$ cat config.mk
export PLATFORM = sky130hd
export DESIGN_NAME = hsv_to_rgb_converter
export DESIGN_NICKNAME = d
export VERILOG_FILES = /design/src/hdl/hsvrgb_pkg.sv /design/src/hdl/hsvrgb_front.sv /design/src/hdl/hsvrgb_back.sv /design/src/hdl/hsv_to_rgb_converter.sv
export SDC_FILE = /design/constraint.sdc
export NUM_CORES = 1
export LEC_CHECK = 0
export BUFFER_PORTS_ARGS = -buffer_cell sky130_fd_sc_hd__clkbuf_2
export CORE_MARGIN = 5
export CORE_UTILIZATION = 55
export CTS_CLUSTER_DIAMETER = 200
export CTS_CLUSTER_SIZE = 24
export DETAILED_ROUTE_END_ITERATION = 8
export HOLD_SLACK_MARGIN = 0.05
export PLACE_DENSITY = 0.76
export SKIP_LAST_GASP = 1
export SLEW_MARGIN = 10
export SYNTH_ARGS = -nofsm -noshare
export SYNTH_HDL_FRONTEND = slang
export SYNTH_SLANG_ARGS = --single-unit
$ cat constraint.sdc
create_clock -name clk -period 8 [get_ports clk]
set_input_delay 2.4 -clock clk [delete_from_list [all_inputs] [get_ports clk]]
set_output_delay 2.4 -clock clk [all_outputs]
set_load 0.01 [all_outputs]
$ cat src/hdl/hsvrgb_pkg.sv
// hsvrgb_pkg: request and result types, stage link type and fixed-point helpers
// for the hsv to rgb converter; no dependencies
`default_nettype none

package hsvrgb_pkg;

    localparam int unsigned HueWidth  = 11;
    localparam int unsigned ChanWidth = 8;
    localparam int unsigned ProdWidth = 2 * ChanWidth;
    localparam logic [ChanWidth-1:0] ChanMax = 8'd255;
    localparam logic [ProdWidth-1:0] RoundBias = 16'd127;

    typedef enum logic [2:0] {
        SECTOR_RED_RISE   = 3'd0,
        SECTOR_GREEN_FULL = 3'd1,
        SECTOR_BLUE_RISE  = 3'd2,
        SECTOR_BLUE_FULL  = 3'd3,
        SECTOR_RED_RETURN = 3'd4,
        SECTOR_RED_FULL   = 3'd5
    } sector_t;

    typedef struct packed {
        logic [HueWidth-1:0]  hue;
        logic [ChanWidth-1:0] saturation;
        logic [ChanWidth-1:0] brightness;
    } hsv_req_t;

    typedef struct packed {
        logic [ChanWidth-1:0] red;
        logic [ChanWidth-1:0] green;
        logic [ChanWidth-1:0] blue;
    } rgb_res_t;

    // front half to back half: scaled saturation terms
    typedef struct packed {
        logic                 valid;
        logic [2:0]           sector;
        logic                 grey;
        logic [ChanWidth-1:0] v;
        logic [ChanWidth-1:0] p;
        logic [ChanWidth-1:0] q_scale;
        logic [ChanWidth-1:0] t_scale;
    } front_link_t;

    // a * b + 127, ready for the divide by 255
    function automatic logic [ProdWidth-1:0] mul_round(input logic [ChanWidth-1:0] a,
                                                       input logic [ChanWidth-1:0] b);
        logic [ProdWidth-1:0] prod;
        prod = {{ChanWidth{1'b0}}, a} * {{ChanWidth{1'b0}}, b};
        return prod + RoundBias;
    endfunction

    // exact x / 255 for x below 65280
    function automatic logic [ChanWidth-1:0] div255(input logic [ProdWidth-1:0] x);
        logic [ProdWidth:0] acc;
        acc = {1'b0, x} + {{(ChanWidth+1){1'b0}}, x[ProdWidth-1:ChanWidth]}
              + {{ProdWidth{1'b0}}, 1'b1};
        return acc[ProdWidth-1:ChanWidth];
    endfunction

endpackage

`default_nettype wire

$ cat src/hdl/hsvrgb_front.sv
// hsvrgb_front: first two pipeline stages, saturation products and their scaling
// depends on hsvrgb_pkg
`default_nettype none

module hsvrgb_front (
    input  wire logic                   clk,
    input  wire logic                   rst_n,
    input  wire logic                   in_valid,
    input  wire hsvrgb_pkg::hsv_req_t   in_data,
    output hsvrgb_pkg::front_link_t     link
);

    logic                                a_valid_reg;
    logic [2:0]                          a_sector_reg;
    logic                                a_grey_reg;
    logic [hsvrgb_pkg::ChanWidth-1:0]    a_v_reg;
    logic [hsvrgb_pkg::ProdWidth-1:0]    a_p_prod_reg;
    logic [hsvrgb_pkg::ProdWidth-1:0]    a_sf_prod_reg;
    logic [hsvrgb_pkg::ProdWidth-1:0]    a_st_prod_reg;

    logic [hsvrgb_pkg::ChanWidth-1:0]    frac;
    logic [hsvrgb_pkg::ChanWidth-1:0]    sat;
    logic [hsvrgb_pkg::ProdWidth-1:0]    a_p_prod_next;
    logic [hsvrgb_pkg::ProdWidth-1:0]    a_sf_prod_next;
    logic [hsvrgb_pkg::ProdWidth-1:0]    a_st_prod_next;

    hsvrgb_pkg::front_link_t             b_reg;
    hsvrgb_pkg::front_link_t             b_next;

    assign frac = in_data.hue[hsvrgb_pkg::ChanWidth-1:0];
    assign sat  = in_data.saturation;

    always_comb
    begin
        a_p_prod_next  = hsvrgb_pkg::mul_round(in_data.brightness,
                                               hsvrgb_pkg::ChanMax - sat);
        a_sf_prod_next = hsvrgb_pkg::mul_round(sat, frac);
        a_st_prod_next = hsvrgb_pkg::mul_round(sat, hsvrgb_pkg::ChanMax - frac);
    end

    // stage a: products
    always_ff @(posedge clk or negedge rst_n)
    begin
        if (!rst_n)
        begin
            a_valid_reg <= 1'b0;
        end
        else
        begin
            a_valid_reg <= in_valid;
        end
    end

    always_ff @(posedge clk)
    begin
        a_sector_reg  <= in_data.hue[hsvrgb_pkg::HueWidth-1:hsvrgb_pkg::ChanWidth];
        a_grey_reg    <= (sat == '0);
        a_v_reg       <= in_data.brightness;
        a_p_prod_reg  <= a_p_prod_next;
        a_sf_prod_reg <= a_sf_prod_next;
        a_st_prod_reg <= a_st_prod_next;
    end

    // stage b: divide by 255
    always_comb
    begin
        b_next.valid   = a_valid_reg;
        b_next.sector  = a_sector_reg;
        b_next.grey    = a_grey_reg;
        b_next.v       = a_v_reg;
        b_next.p       = hsvrgb_pkg::div255(a_p_prod_reg);
        b_next.q_scale = hsvrgb_pkg::ChanMax - hsvrgb_pkg::div255(a_sf_prod_reg);
        b_next.t_scale = hsvrgb_pkg::ChanMax - hsvrgb_pkg::div255(a_st_prod_reg);
    end

    always_ff @(posedge clk or negedge rst_n)
    begin
        if (!rst_n)
        begin
            b_reg <= '0;
        end
        else
        begin
            b_reg <= b_next;
        end
    end

    assign link = b_reg;

endmodule

`default_nettype wire

$ cat src/hdl/hsvrgb_back.sv
// hsvrgb_back: last two pipeline stages, value products, sector table and grey path
// depends on hsvrgb_pkg
`default_nettype none

module hsvrgb_back (
    input  wire logic                      clk,
    input  wire logic                      rst_n,
    input  wire hsvrgb_pkg::front_link_t   link,
    output logic                           out_valid,
    output hsvrgb_pkg::rgb_res_t           out_data
);

    logic                                c_valid_reg;
    logic [2:0]                          c_sector_reg;
    logic                                c_grey_reg;
    logic [hsvrgb_pkg::ChanWidth-1:0]    c_v_reg;
    logic [hsvrgb_pkg::ChanWidth-1:0]    c_p_reg;
    logic [hsvrgb_pkg::ProdWidth-1:0]    c_q_prod_reg;
    logic [hsvrgb_pkg::ProdWidth-1:0]    c_t_prod_reg;

    logic [hsvrgb_pkg::ChanWidth-1:0]    q;
    logic [hsvrgb_pkg::ChanWidth-1:0]    t;
    logic                                d_valid_reg;
    hsvrgb_pkg::rgb_res_t                d_res_reg;
    hsvrgb_pkg::rgb_res_t                d_res_next;

    // stage c: value products
    always_ff @(posedge clk or negedge rst_n)
    begin
        if (!rst_n)
        begin
            c_valid_reg <= 1'b0;
        end
        else
        begin
            c_valid_reg <= link.valid;
        end
    end

    always_ff @(posedge clk)
    begin
        c_sector_reg <= link.sector;
        c_grey_reg   <= link.grey;
        c_v_reg      <= link.v;
        c_p_reg      <= link.p;
        c_q_prod_reg <= hsvrgb_pkg::mul_round(link.v, link.q_scale);
        c_t_prod_reg <= hsvrgb_pkg::mul_round(link.v, link.t_scale);
    end

    // stage d: divide and sector table
    always_comb
    begin
        q = hsvrgb_pkg::div255(c_q_prod_reg);
        t = hsvrgb_pkg::div255(c_t_prod_reg);
        if (c_grey_reg)
        begin
            d_res_next = '{red: c_v_reg, green: c_v_reg, blue: c_v_reg};
        end
        else
        begin
            unique case (c_sector_reg)
                hsvrgb_pkg::SECTOR_RED_RISE:
                    d_res_next = '{red: c_v_reg, green: t, blue: c_p_reg};
                hsvrgb_pkg::SECTOR_GREEN_FULL:
                    d_res_next = '{red: q, green: c_v_reg, blue: c_p_reg};
                hsvrgb_pkg::SECTOR_BLUE_RISE:
                    d_res_next = '{red: c_p_reg, green: c_v_reg, blue: t};
                hsvrgb_pkg::SECTOR_BLUE_FULL:
                    d_res_next = '{red: c_p_reg, green: q, blue: c_v_reg};
                hsvrgb_pkg::SECTOR_RED_RETURN:
                    d_res_next = '{red: t, green: c_p_reg, blue: c_v_reg};
                // sector five and the unused codes above it
                default:
                    d_res_next = '{red: c_v_reg, green: c_p_reg, blue: q};
            endcase
        end
    end

    always_ff @(posedge clk or negedge rst_n)
    begin
        if (!rst_n)
        begin
            d_valid_reg <= 1'b0;
        end
        else
        begin
            d_valid_reg <= c_valid_reg;
        end
    end

    always_ff @(posedge clk)
    begin
        d_res_reg <= d_res_next;
    end

    assign out_valid = d_valid_reg;
    assign out_data  = d_res_reg;

endmodule

`default_nettype wire

$ cat src/hdl/hsv_to_rgb_converter.sv
// hsv_to_rgb_converter: top level of the four-stage hsv to rgb pipeline
// depends on hsvrgb_pkg, hsvrgb_front and hsvrgb_back
//
// a request (hue, saturation, brightness) is taken on every rising edge with
// start high and busy low; busy stays low, so one colour enters per clock
// the hue carries the sector in bits 10..8 and the fraction in bits 7..0;
// sectors six and seven follow sector five
// the rgb result appears on result with done high for one cycle, after the
// registers of stages a, b, c and d, in request order;
// the receiver cannot hold it off
// throughput is one colour per clock, set by the four register stages:
//   a  saturation and value products
//   b  divide by 255 (add and shift)
//   c  value times scaled saturation products
//   d  divide by 255, sector table, grey path
// reset clears the valid bits; requests in flight are dropped and done
// stays low until new requests have passed the pipeline
`default_nettype none

module hsv_to_rgb_converter (
    input  wire logic                   clk,
    input  wire logic                   rst_n,
    input  wire logic                   start,
    input  wire hsvrgb_pkg::hsv_req_t   request,
    output logic                        busy,
    output logic                        done,
    output hsvrgb_pkg::rgb_res_t        result
);

    hsvrgb_pkg::front_link_t  link;
    logic                     accept;

    assign busy   = 1'b0;
    assign accept = start && !busy;

    hsvrgb_front u_front (
        .clk      (clk),
        .rst_n    (rst_n),
        .in_valid (accept),
        .in_data  (request),
        .link     (link)
    );

    hsvrgb_back u_back (
        .clk       (clk),
        .rst_n     (rst_n),
        .link      (link),
        .out_valid (done),
        .out_data  (result)
    );

    a_done_from_request: assert property (@(posedge clk) disable iff (!rst_n)
        done |-> $past(accept, 4))
        else $error("result without matching request");

    a_request_gives_done: assert property (@(posedge clk) disable iff (!rst_n)
        accept |-> ##4 done)
        else $error("request lost in pipeline");

    a_grey_result: assert property (@(posedge clk) disable iff (!rst_n)
        done && $past(request.saturation == '0, 4)
        |-> (result.red == result.green) && (result.green == result.blue)
            && (result.red == $past(request.brightness, 4)))
        else $error("zero saturation did not give grey");

    a_full_channel: assert property (@(posedge clk) disable iff (!rst_n)
        done && $past(request.saturation != '0, 4)
        |-> (result.red == $past(request.brightness, 4))
            || (result.green == $past(request.brightness, 4))
            || (result.blue == $past(request.brightness, 4)))
        else $error("no channel carries the value");

endmodule

`default_nettype wire

==> results.json, run 1 <==
{
  "dp_hpwl_um": 26900,
  "vias": 12500,
  "die_x_um": 187,
  "core-area_um2": 30700,
  "clk_pin_slew_ns": 0.07,
  "hold_path.class": "reg2reg",
  "yosys_warnings": 0,
  "fin_crit_sh_pct": 81.2,
  "nFillCells": 2625,
  "synth_most_common_cell": "inv_1",
  "antenna_found_initial": 0,
  "synthCells": 1834,
  "slew_viol_final": 0,
  "finClkSkew_ns": 0.0125,
  "fin_tns_setup_ns": 0,
  "cts.sinks": 176,
  "crit_path_cell_trace": "clkbuf_2, nand2_1, fa_1, inv_1, fa_1, fa_1, inv_1, fa_1, inv_1, ha_1, a21oi_1, nor2b_1, a31o_2, o41a_1, a22o_1, o31ai_2, xnor2_1",
  "hold_slack_ns": 0.318,
  "ant_nets": 0,
  "grt_remaining_overflow": 0,
  "largest_reg_flops": 37,
  "worst_slew_pin_slew_ns": 0.975,
  "cts_hold_buf": 0,
  "dr_wl_met3_um": 1680,
  "grtUsageTotal_pct": 20.7,
  "crit_slowest_cell": "fa_1",
  "slew_headroom_pct": 35.0,
  "worstSetupStartpointType": "input pin",
  "drive_gt1_share_pct": 5.55,
  "area.sequential_um2": 3720,
  "layout.nets": 2306,
  "routed_via_density": 5.51,
  "synth_area_leaders": "fa_1 (24%), dfxtp_1 (16%), ha_1 (15%)",
  "drv_cap": 0,
  "arrival_ns": 6.87,
  "rows": 64,
  "clk_path_buf_depth": 2,
  "rrSetupSlack_ns": 3.01,
  "routedWlPerCell_um": 15.4,
  "setup_viol": 0,
  "synth.yosys.seq_area_share_pct": 21.6,
  "status": "finished, final reports clean",
  "gp_congestion": 0.875,
  "ys.flop_type": "dfxtp_1",
  "grt_pass1_vias": 13200,
  "endpoint_kind": "flip-flop",
  "synth_cell_type_count": 74,
  "cpPeakStageDelay_ns": 0.55,
  "initial_core_util_pct": 56.0,
  "drt-initial-drc-count": 881,
  "fmax_mhz": 154,
  "worst-setup-path-type": "in2reg",
  "synth_area_um2": 17200,
  "synthToLayoutAreaGrowth_pct": 7.11,
  "dr.pass1.iters": 6,
  "wl_met2_um": 17200,
  "ios": 56,
  "cts_resized": 0,
  "grt_max_degree": 41,
  "portBuffers": 54,
  "crit_path_max_fanout": 25,
  "clock_latency_ns": 0.43,
  "final_hold_viol_count": 0,
  "cts_tree": "done",
  "die_h_um": 187,
  "cts-htree-levels": 4,
  "grt_pass1_wl_um": 61600,
  "synth_enable_flop_cells": 0,
  "period_minus_slack_ns": 6.50,
  "ys_top_cells_by_count": "inv_1 (294), fa_1 (210), ha_1 (205)",
  "wl_um": 34900,
  "netlist.area_leader.share_pct": 24.4,
  "highest_layer": "met4",
  "drcViolationCount": 0,
  "synth.avg_cell_area_um2": 9.40,
  "synthArstFlopShare_pct": 22.7,
  "synth_area_leader_cell": "fa_1",
  "cts_root_buf": "clkbuf_16",
  "num_antenna_cells": 0,
  "post_cts_buffers": 0,
  "postLayoutCoreUtil_pct": 60.0,
  "rsz0062_at_grt": "no",
  "die-area_um2": 35000,
  "multiInputGateArea_um2": 12200,
  "cts-buffers-inserted": 17,
  "path_delay_family": "adder cells",
  "syn_nets": 2279,
  "cp_num_buf_inv": 4,
  "required_ns": 8.37,
  "drt-met1-wl_um": 15200,
  "cp_common_cell": "fa_1",
  "ys_ff_latch": 176
}
==> worst reg2reg max path, delay by kind of cell, from the launching register on <==
family,cells,cell delay [ns]
buffers and inverters,3,0.14
adders and majority gates,5,2.34
xor gates and xnor gates,1,0.15
AOI/OAI and AO/OA,6,1.23
and+or+nand+nor,1,0.18
DFF,1,0.89
==> worst paths after layout <==
kind                                       startpoint                                 to  cells past startpoint
min reg2reg                u_front.a_v_reg[2]$_DFF_P_         u_front.link[26]$_DFF_PN0_                      0
max in group asynchronous                       rst_n         u_front.link[13]$_DFF_PN0_                      1
max                                       request[13]  u_front.a_sf_prod_reg[15]$_DFF_P_                     17
max reg2reg                u_front.link[28]$_DFF_PN0_    u_back.c_t_prod_reg[13]$_DFF_P_                     16
min in group asynchronous                       rst_n         u_front.link[36]$_DFF_PN0_                      1
min                        u_front.a_v_reg[2]$_DFF_P_         u_front.link[26]$_DFF_PN0_                      0
==> logic make-up (layout without fill, tap and decap cells) <==
group / Yosys count / after routing / share of synthesized area, %
DFF: 176 / 176 / 21.6
and+or+nand+nor: 544 / 544 / 16.8
other: 1 / 1 / 0.0218
AOI/OAI and AO/OA: 258 / 258 / 9.81
buffers and inverters: 342 / 382 / 7.47
xor gates and xnor gates: 97 / 97 / 4.93
muxes: 1 / 1 / 0.0581
adders and majority gates: 415 / 415 / 39.3
==> cell usage in the layout, fill, tap and decap left out, types with 50 or more instances in the layout <==
cell / instances
inv_1: 294
fa_1: 210
ha_1: 205
dfxtp_1: 136
nand2_1: 132
and2_1: 115
nor2b_1: 80
a21oi_1: 71
nand2b_1: 69
xnor2_1: 64
nor2_1: 64
clkbuf_2: 54
o21ai_0: 50
==> metal layers <==
layer / GRT usage [%] / vias to the layer above
met2: 36.0 / 360
met1: 27.2 / 6146
met5: 0 / -
met3: 2.99 / 65
li1: - / 5937
met4: 5.86 / 0
==> final cells by class <==
class | instances | share of cell area [%]
multi-input combinational | 1316 | 66.2
sequential | 176 | 20.2
inverter | 295 | 6.00
tap | 396 | 2.68
clock buffer | 17 | 2.30
timing repair buffer | 55 | 1.50
clock inverter | 15 | 1.13
==> per-stage QoR <==
stage	cell area [µm²]	instances	worst slack, ns
3_5_place_dp	17800	2238	1.04
5_1_grt	18500	2270	1.23
2_1_floorplan	17200	1834	1.45
6_report	18500	2270	1.50
4_1_cts	18500	2270	1.50
3_3_place_gp	17800	2238	1.15
Power of run 1 is not shown: default switching activity piles up to over one toggle a cycle in this logic, so the estimate is an artifact.
==> inputs of run 2 (changes only) <==
Settings changed: PLACE_DENSITY 0.76 to 0.79.
Clock period 8 ns to 5.8 ns, I/O delays scaled along.
==> run 2 against run 1 <==
  * Flip-flop and latch count is the same
  * Die area is the same
  * Clock skew grew 0.00063 ns
  * Critical path depth grew 2
  * Sequential share of layout area shrank 0.60 points
  * Cell count grew 3.0%
  * Non-clock buffer count grew 69
  * Design area grew 3.1%
  * Via count grew 0.42%
  * Critical path type unchanged
  * Core utilization grew 1.8 points
  * Routed wire length grew 1.6%
==> results.json, run 2 (synthesis gave the netlist of run 1 again) <==
{
  "vias": 12600,
  "arrival_ns": 5.91,
  "cts_resized": 0,
  "antenna_found_initial": 0,
  "rows": 64,
  "slew_headroom_pct": 28.9,
  "dr.pass1.iters": 9,
  "path_delay_family": "adder cells",
  "die_x_um": 187,
  "largest_reg_flops": 37,
  "portBuffers": 54,
  "grtUsageTotal_pct": 21.0,
  "period_minus_slack_ns": 5.54,
  "cts-htree-levels": 4,
  "grt_pass1_wl_um": 62100,
  "cp_num_buf_inv": 6,
  "routed_via_density": 5.37,
  "drv_cap": 0,
  "dp_hpwl_um": 28700,
  "cp_num_cells": 19,
  "crit_slowest_cell": "fa_1",
  "grt_pass1_vias": 13300,
  "core-area_um2": 30700,
  "clk_path_buf_depth": 2,
  "worst-setup-path-type": "in2reg",
  "routedWlPerCell_um": 15.2,
  "ios": 56,
  "post-place-ws_ns": -0.179,
  "num_antenna_cells": 0,
  "hp-start": "u_front.a_grey_reg$_DFF_P_",
  "hold_depth": 0,
  "rsz0062_at_grt": "no",
  "required_ns": 6.17,
  "hold_path.class": "reg2reg",
  "drive_gt1_share_pct": 8.90,
  "mostFrequentLayoutCells": "inv_1 (294), fa_1 (210), ha_1 (205)",
  "cp_common_cell": "fa_1",
  "die-area_um2": 35000,
  "cts.sinks": 176,
  "synthToLayoutAreaGrowth_pct": 10.4,
  "drt-initial-drc-count": 867,
  "cts_tree": "done",
  "die_h_um": 187,
  "setup_viol": 0,
  "worstSetupStartpointType": "input pin",
  "gp_congestion": 0.914,
  "clk_pin_slew_ns": 0.08,
  "layout_setup_ws_ns": 0.255,
  "drcViolationCount": 0,
  "wl_um": 35500,
  "cts-buffers-inserted": 17,
  "crit_path_max_fanout": 15,
  "grt_remaining_overflow": 0,
  "finClkSkew_ns": 0.0131,
  "min_to": "u_front.link[32]$_DFF_PN0_",
  "cts_hold_buf": 0,
  "cts_root_buf": "clkbuf_16",
  "initial_core_util_pct": 56.0,
  "rrSetupSlack_ns": 0.94,
  "mostFrequentLayoutCell": "inv_1",
  "clock_latency_ns": 0.44,
  "crit_path_cell_trace": "clkbuf_2, buf_4, buf_12, nand2b_1, fa_1, inv_1, fa_1, fa_1, inv_1, fa_1, inv_1, ha_1, o21a_1, o31a_1, o211ai_1, nand2_1, a31o_2, o41ai_2, xnor2_1",
  "ant_nets": 0,
  "r2r-end": "u_back.c_q_prod_reg[15]$_DFF_P_",
  "cpPeakStageDelay_ns": 0.54,
  "slew_viol_final": 0,
  "timing.rr.start": "u_front.link[29]$_DFF_PN0_",
  "post_cts_buffers": 0,
  "nFillCells": 2542,
  "grt_max_degree": 41,
  "final_hold_viol_count": 0,
  "endpoint_kind": "flip-flop",
  "rr_worst_depth": 16,
  "fmax_mhz": 180,
  "worst_slew_pin_slew_ns": 1.07,
  "layout.nets": 2375,
  "status": "finished, final reports clean",
  "fin_crit_sh_pct": 95.6
}
run 2: changes by cell type in the layout (fill, tap and decap cells not counted), moves of 2 or more:
cell    change
buf_12      +3
buf_4      +66
inv_12      +3
inv_6       -2
run 2: worst max path at each step:
stage | start | end | slack [ns]
finish | request[12] | u_front.a_p_prod_reg[14]$_DFF_P_ | 0.26
detailed placement | request[12] | u_front.a_p_prod_reg[14]$_DFF_P_ | -0.18
floorplan | request[14] | u_front.a_sf_prod_reg[15]$_DFF_P_ | 0.001
global route | request[12] | u_front.a_p_prod_reg[14]$_DFF_P_ | 0.06
CTS | request[12] | u_front.a_p_prod_reg[14]$_DFF_P_ | 0.28
global placement | request[10] | u_front.a_sf_prod_reg[15]$_DFF_P_ | -0.04
run 2: metal layers:
metal / wire [µm] / track usage (%) / up-vias
li1: - / - / 6079
met1: 15900 / 27.8 / 6100
met2: 17000 / 35.9 / 319
met3: 1590 / 2.71 / 63
met4: 967 / 6.85 / 0
met5: 0 / 0 / -
run 2: per-stage QoR:
| stage | instances | hold slack (ns) | setup TNS [ns] | utilization (%) | area (µm²) |
|---|---|---|---|---|---|
| 6_report | 2339 | 0.327 | 0 | 61.9 | 19000 |
| 5_1_grt | 2339 | 0.326 | 0 | 61.9 | 19000 |
| 2_1_floorplan | 1834 | 0.316 | 0 | - | 17200 |
| 4_1_cts | 2339 | 0.328 | 0 | 61.9 | 19000 |
| 3_3_place_gp | 2307 | 0.317 | -0.0663 | 59.8 | 18400 |
| 3_5_place_dp | 2307 | 0.320 | -0.670 | 59.8 | 18400 |
run 2: worst reg2reg max path: stages (launching register included):
cell     delay [ns]
dfrtp_1        0.78
nand2_1        0.20
fa_1           0.57
inv_1          0.05
fa_1           0.49
fa_1           0.54
inv_1          0.05
fa_1           0.49
inv_1          0.04
ha_1           0.33
o21ai_0        0.13
o21ai_0        0.29
nand4_1        0.16
a31oi_1        0.23
a21o_1         0.16
a21oi_1        0.08
xnor2_1        0.14
run 2: layout make-up:
cell class | instances | area, µm² | share of cell area [%]
inverter | 295 | 1110 | 5.82
clock buffer | 17 | 425 | 2.24
tap | 396 | 495 | 2.60
sequential | 176 | 3720 | 19.6
multi-input combinational | 1316 | 12200 | 64.2
timing repair buffer | 124 | 833 | 4.38
clock inverter | 15 | 220 | 1.16
Power of run 2 is left out for the same reason.
==> inputs of run 3 (changes only) <==
Clock period 5.8 ns to 4.89 ns, I/O delays scaled along.
==> run 3 against run 2 <==
  * Register-to-register slack lost 0.58 ns
  * Critical endpoint unchanged
  * Core utilization grew 5.3 points
  * The run now ends with setup timing left
  * Count of clock-buffer cells in the layout is the same
  * Die area is the same
  * Cell count grew 3.7%
  * Highest routed layer unchanged
  * Non-clock buffer count grew 86
  * Sequential share of layout area shrank 1.5 points
  * Via count grew 6.9%
  * First-iteration DRC count grew 6.1%
  * Critical path depth shrank 1
==> results.json, run 3 (synthesis gave the netlist of run 1 again) <==
{
  "status": "finished with violations",
  "violations": "setup timing",
  "grt_pass1_vias": 14000,
  "timing.critical_path.from": "request[10]",
  "layout_setup_ws_ns": -0.258,
  "rrSetupSlack_ns": 0.36,
  "rr_worst_depth": 16,
  "fin_crit_sh_pct": 105,
  "nFillCells": 2271,
  "clk_pin_slew_ns": 0.08,
  "cts_tree": "done",
  "fmax_mhz": 194,
  "required_ns": 5.22,
  "r2r-end": "u_back.c_t_prod_reg[15]$_DFF_P_",
  "hp-start": "u_front.a_v_reg[4]$_DFF_P_",
  "drt-initial-drc-count": 920,
  "gp_congestion": 0.914,
  "largest_reg_flops": 37,
  "grt_max_degree": 41,
  "drcViolationCount": 0,
  "routed_via_density": 5.54,
  "worst-setup-path-type": "in2reg",
  "slew_viol_final": 0,
  "hold_path.class": "reg2reg",
  "ios": 56,
  "die-area_um2": 35000,
  "ant_nets": 0,
  "rsz0062_at_grt": "yes",
  "timing.rr.start": "u_front.link[28]$_DFF_PN0_",
  "clk_path_buf_depth": 2,
  "rows": 64,
  "setup_viol": 11,
  "cts_root_buf": "clkbuf_16",
  "vias": 13400,
  "period_minus_slack_ns": 5.15,
  "postLayoutCoreUtil_pct": 67.2,
  "hold_depth": 0,
  "slew_headroom_pct": 35.2,
  "cts-buffers-inserted": 17,
  "arrival_ns": 5.48,
  "num_antenna_cells": 0,
  "dr.pass1.iters": 7,
  "initial_core_util_pct": 56.0,
  "wl_um": 41300,
  "dp_hpwl_um": 30100,
  "grt_remaining_overflow": 0,
  "endpoint_kind": "flip-flop",
  "die_x_um": 187,
  "routedWlPerCell_um": 17.0,
  "clock_latency_ns": 0.44,
  "worst_slew_pin_slew_ns": 0.973,
  "portBuffers": 54,
  "synthToLayoutAreaGrowth_pct": 19.9,
  "multiInputGateArea_um2": 12900,
  "mostFrequentLayoutCells": "inv_1 (276), fa_1 (204), ha_1 (186)",
  "worstSetupStartpointType": "input pin",
  "mostFrequentLayoutCell": "inv_1",
  "min_to": "u_front.link[28]$_DFF_PN0_",
  "antenna_found_initial": 0,
  "crit_path_max_fanout": 6,
  "layout.nets": 2461,
  "grt_pass1_wl_um": 66400,
  "cts-htree-levels": 4,
  "cts.sinks": 176,
  "drv_cap": 0,
  "grtUsageTotal_pct": 22.6,
  "finClkSkew_ns": 0.0101,
  "die_h_um": 187,
  "drive_gt1_share_pct": 18.6,
  "cts_hold_buf": 0,
  "area.sequential_um2": 3730,
  "core-area_um2": 30700,
  "final_hold_viol_count": 0
}
## run 3: how the worst max path moves through the flow
stage,cells after the start,end,slack [ns]
final,18,u_front.a_p_prod_reg[14]$_DFF_P_,-0.26
after global routing,18,u_front.a_sf_prod_reg[14]$_DFF_P_,-0.44
after CTS,18,u_front.a_p_prod_reg[14]$_DFF_P_,-0.21
after detailed placement,18,u_front.a_p_prod_reg[14]$_DFF_P_,-0.75
after global placement,18,u_front.a_p_prod_reg[14]$_DFF_P_,-0.66
after floorplan,17,u_front.a_sf_prod_reg[15]$_DFF_P_,-0.41
## run 3: per-stage QoR
| stage | TNS [ns] | hold WS (ns) | cell area (µm²) | worst slack, ns | instances |
|---|---|---|---|---|---|
| after floorplan | -2.67 | 0.316 | 17600 | -0.410 | 1834 |
| after global placement | -9.60 | 0.317 | 19100 | -0.657 | 2363 |
| after detailed placement | -11.62 | 0.320 | 19100 | -0.749 | 2363 |
| after CTS | -0.883 | 0.330 | 20100 | -0.212 | 2406 |
| after global routing | -3.17 | 0.331 | 20700 | -0.436 | 2425 |
| final | -1.40 | 0.324 | 20700 | -0.258 | 2425 |
## run 3: final cells by class
type                       instances  share of cell area (%)
clock buffer                      17                    2.06
sequential                       176                    18.0
tap                              396                    2.40
multi-input combinational       1316                    62.5
timing repair buffer             210                    8.63
inverter                         295                    5.37
clock inverter                    15                    1.01
## run 3: critical path, cell delays in order
cell,delay [ns]
clkbuf_16,0.14
buf_12,0.13
buf_4,0.13
buf_8,0.12
nor2b_4,0.10
fa_1,0.44
fa_1,0.52
inv_2,0.04
fa_1,0.49
fa_1,0.55
inv_2,0.06
ha_4,0.21
buf_4,0.14
o211ai_1,0.09
nand2_1,0.13
a31o_4,0.25
o41ai_4,0.32
xnor2_1,0.12
## run 3: repair_timing
item | CTS | global route
hold endpoints to repair | 0 | 0
setup buffers | 12 | 15
setup endpoints to repair | 14 | 22
pin swaps | 37 | 52
gates resized for setup | 49 | 94
gates cloned | 1 | 4
## run 3: layer usage
| layer | vias up | track usage [%] | wire, µm | part of all wire (%) |
|---|---|---|---|---|
| met3 | 118 | 2.78 | 2030 | 4.9 |
| met2 | 457 | 39.9 | 20900 | 51 |
| met4 | 0 | 7.59 | 1480 | 3.6 |
| met5 | - | 0 | 0 | 0 |
| li1 | 6254 | - | - | - |
| met1 | 6604 | 29.0 | 16900 | 41 |
Power of run 3 is left out for the same reason.
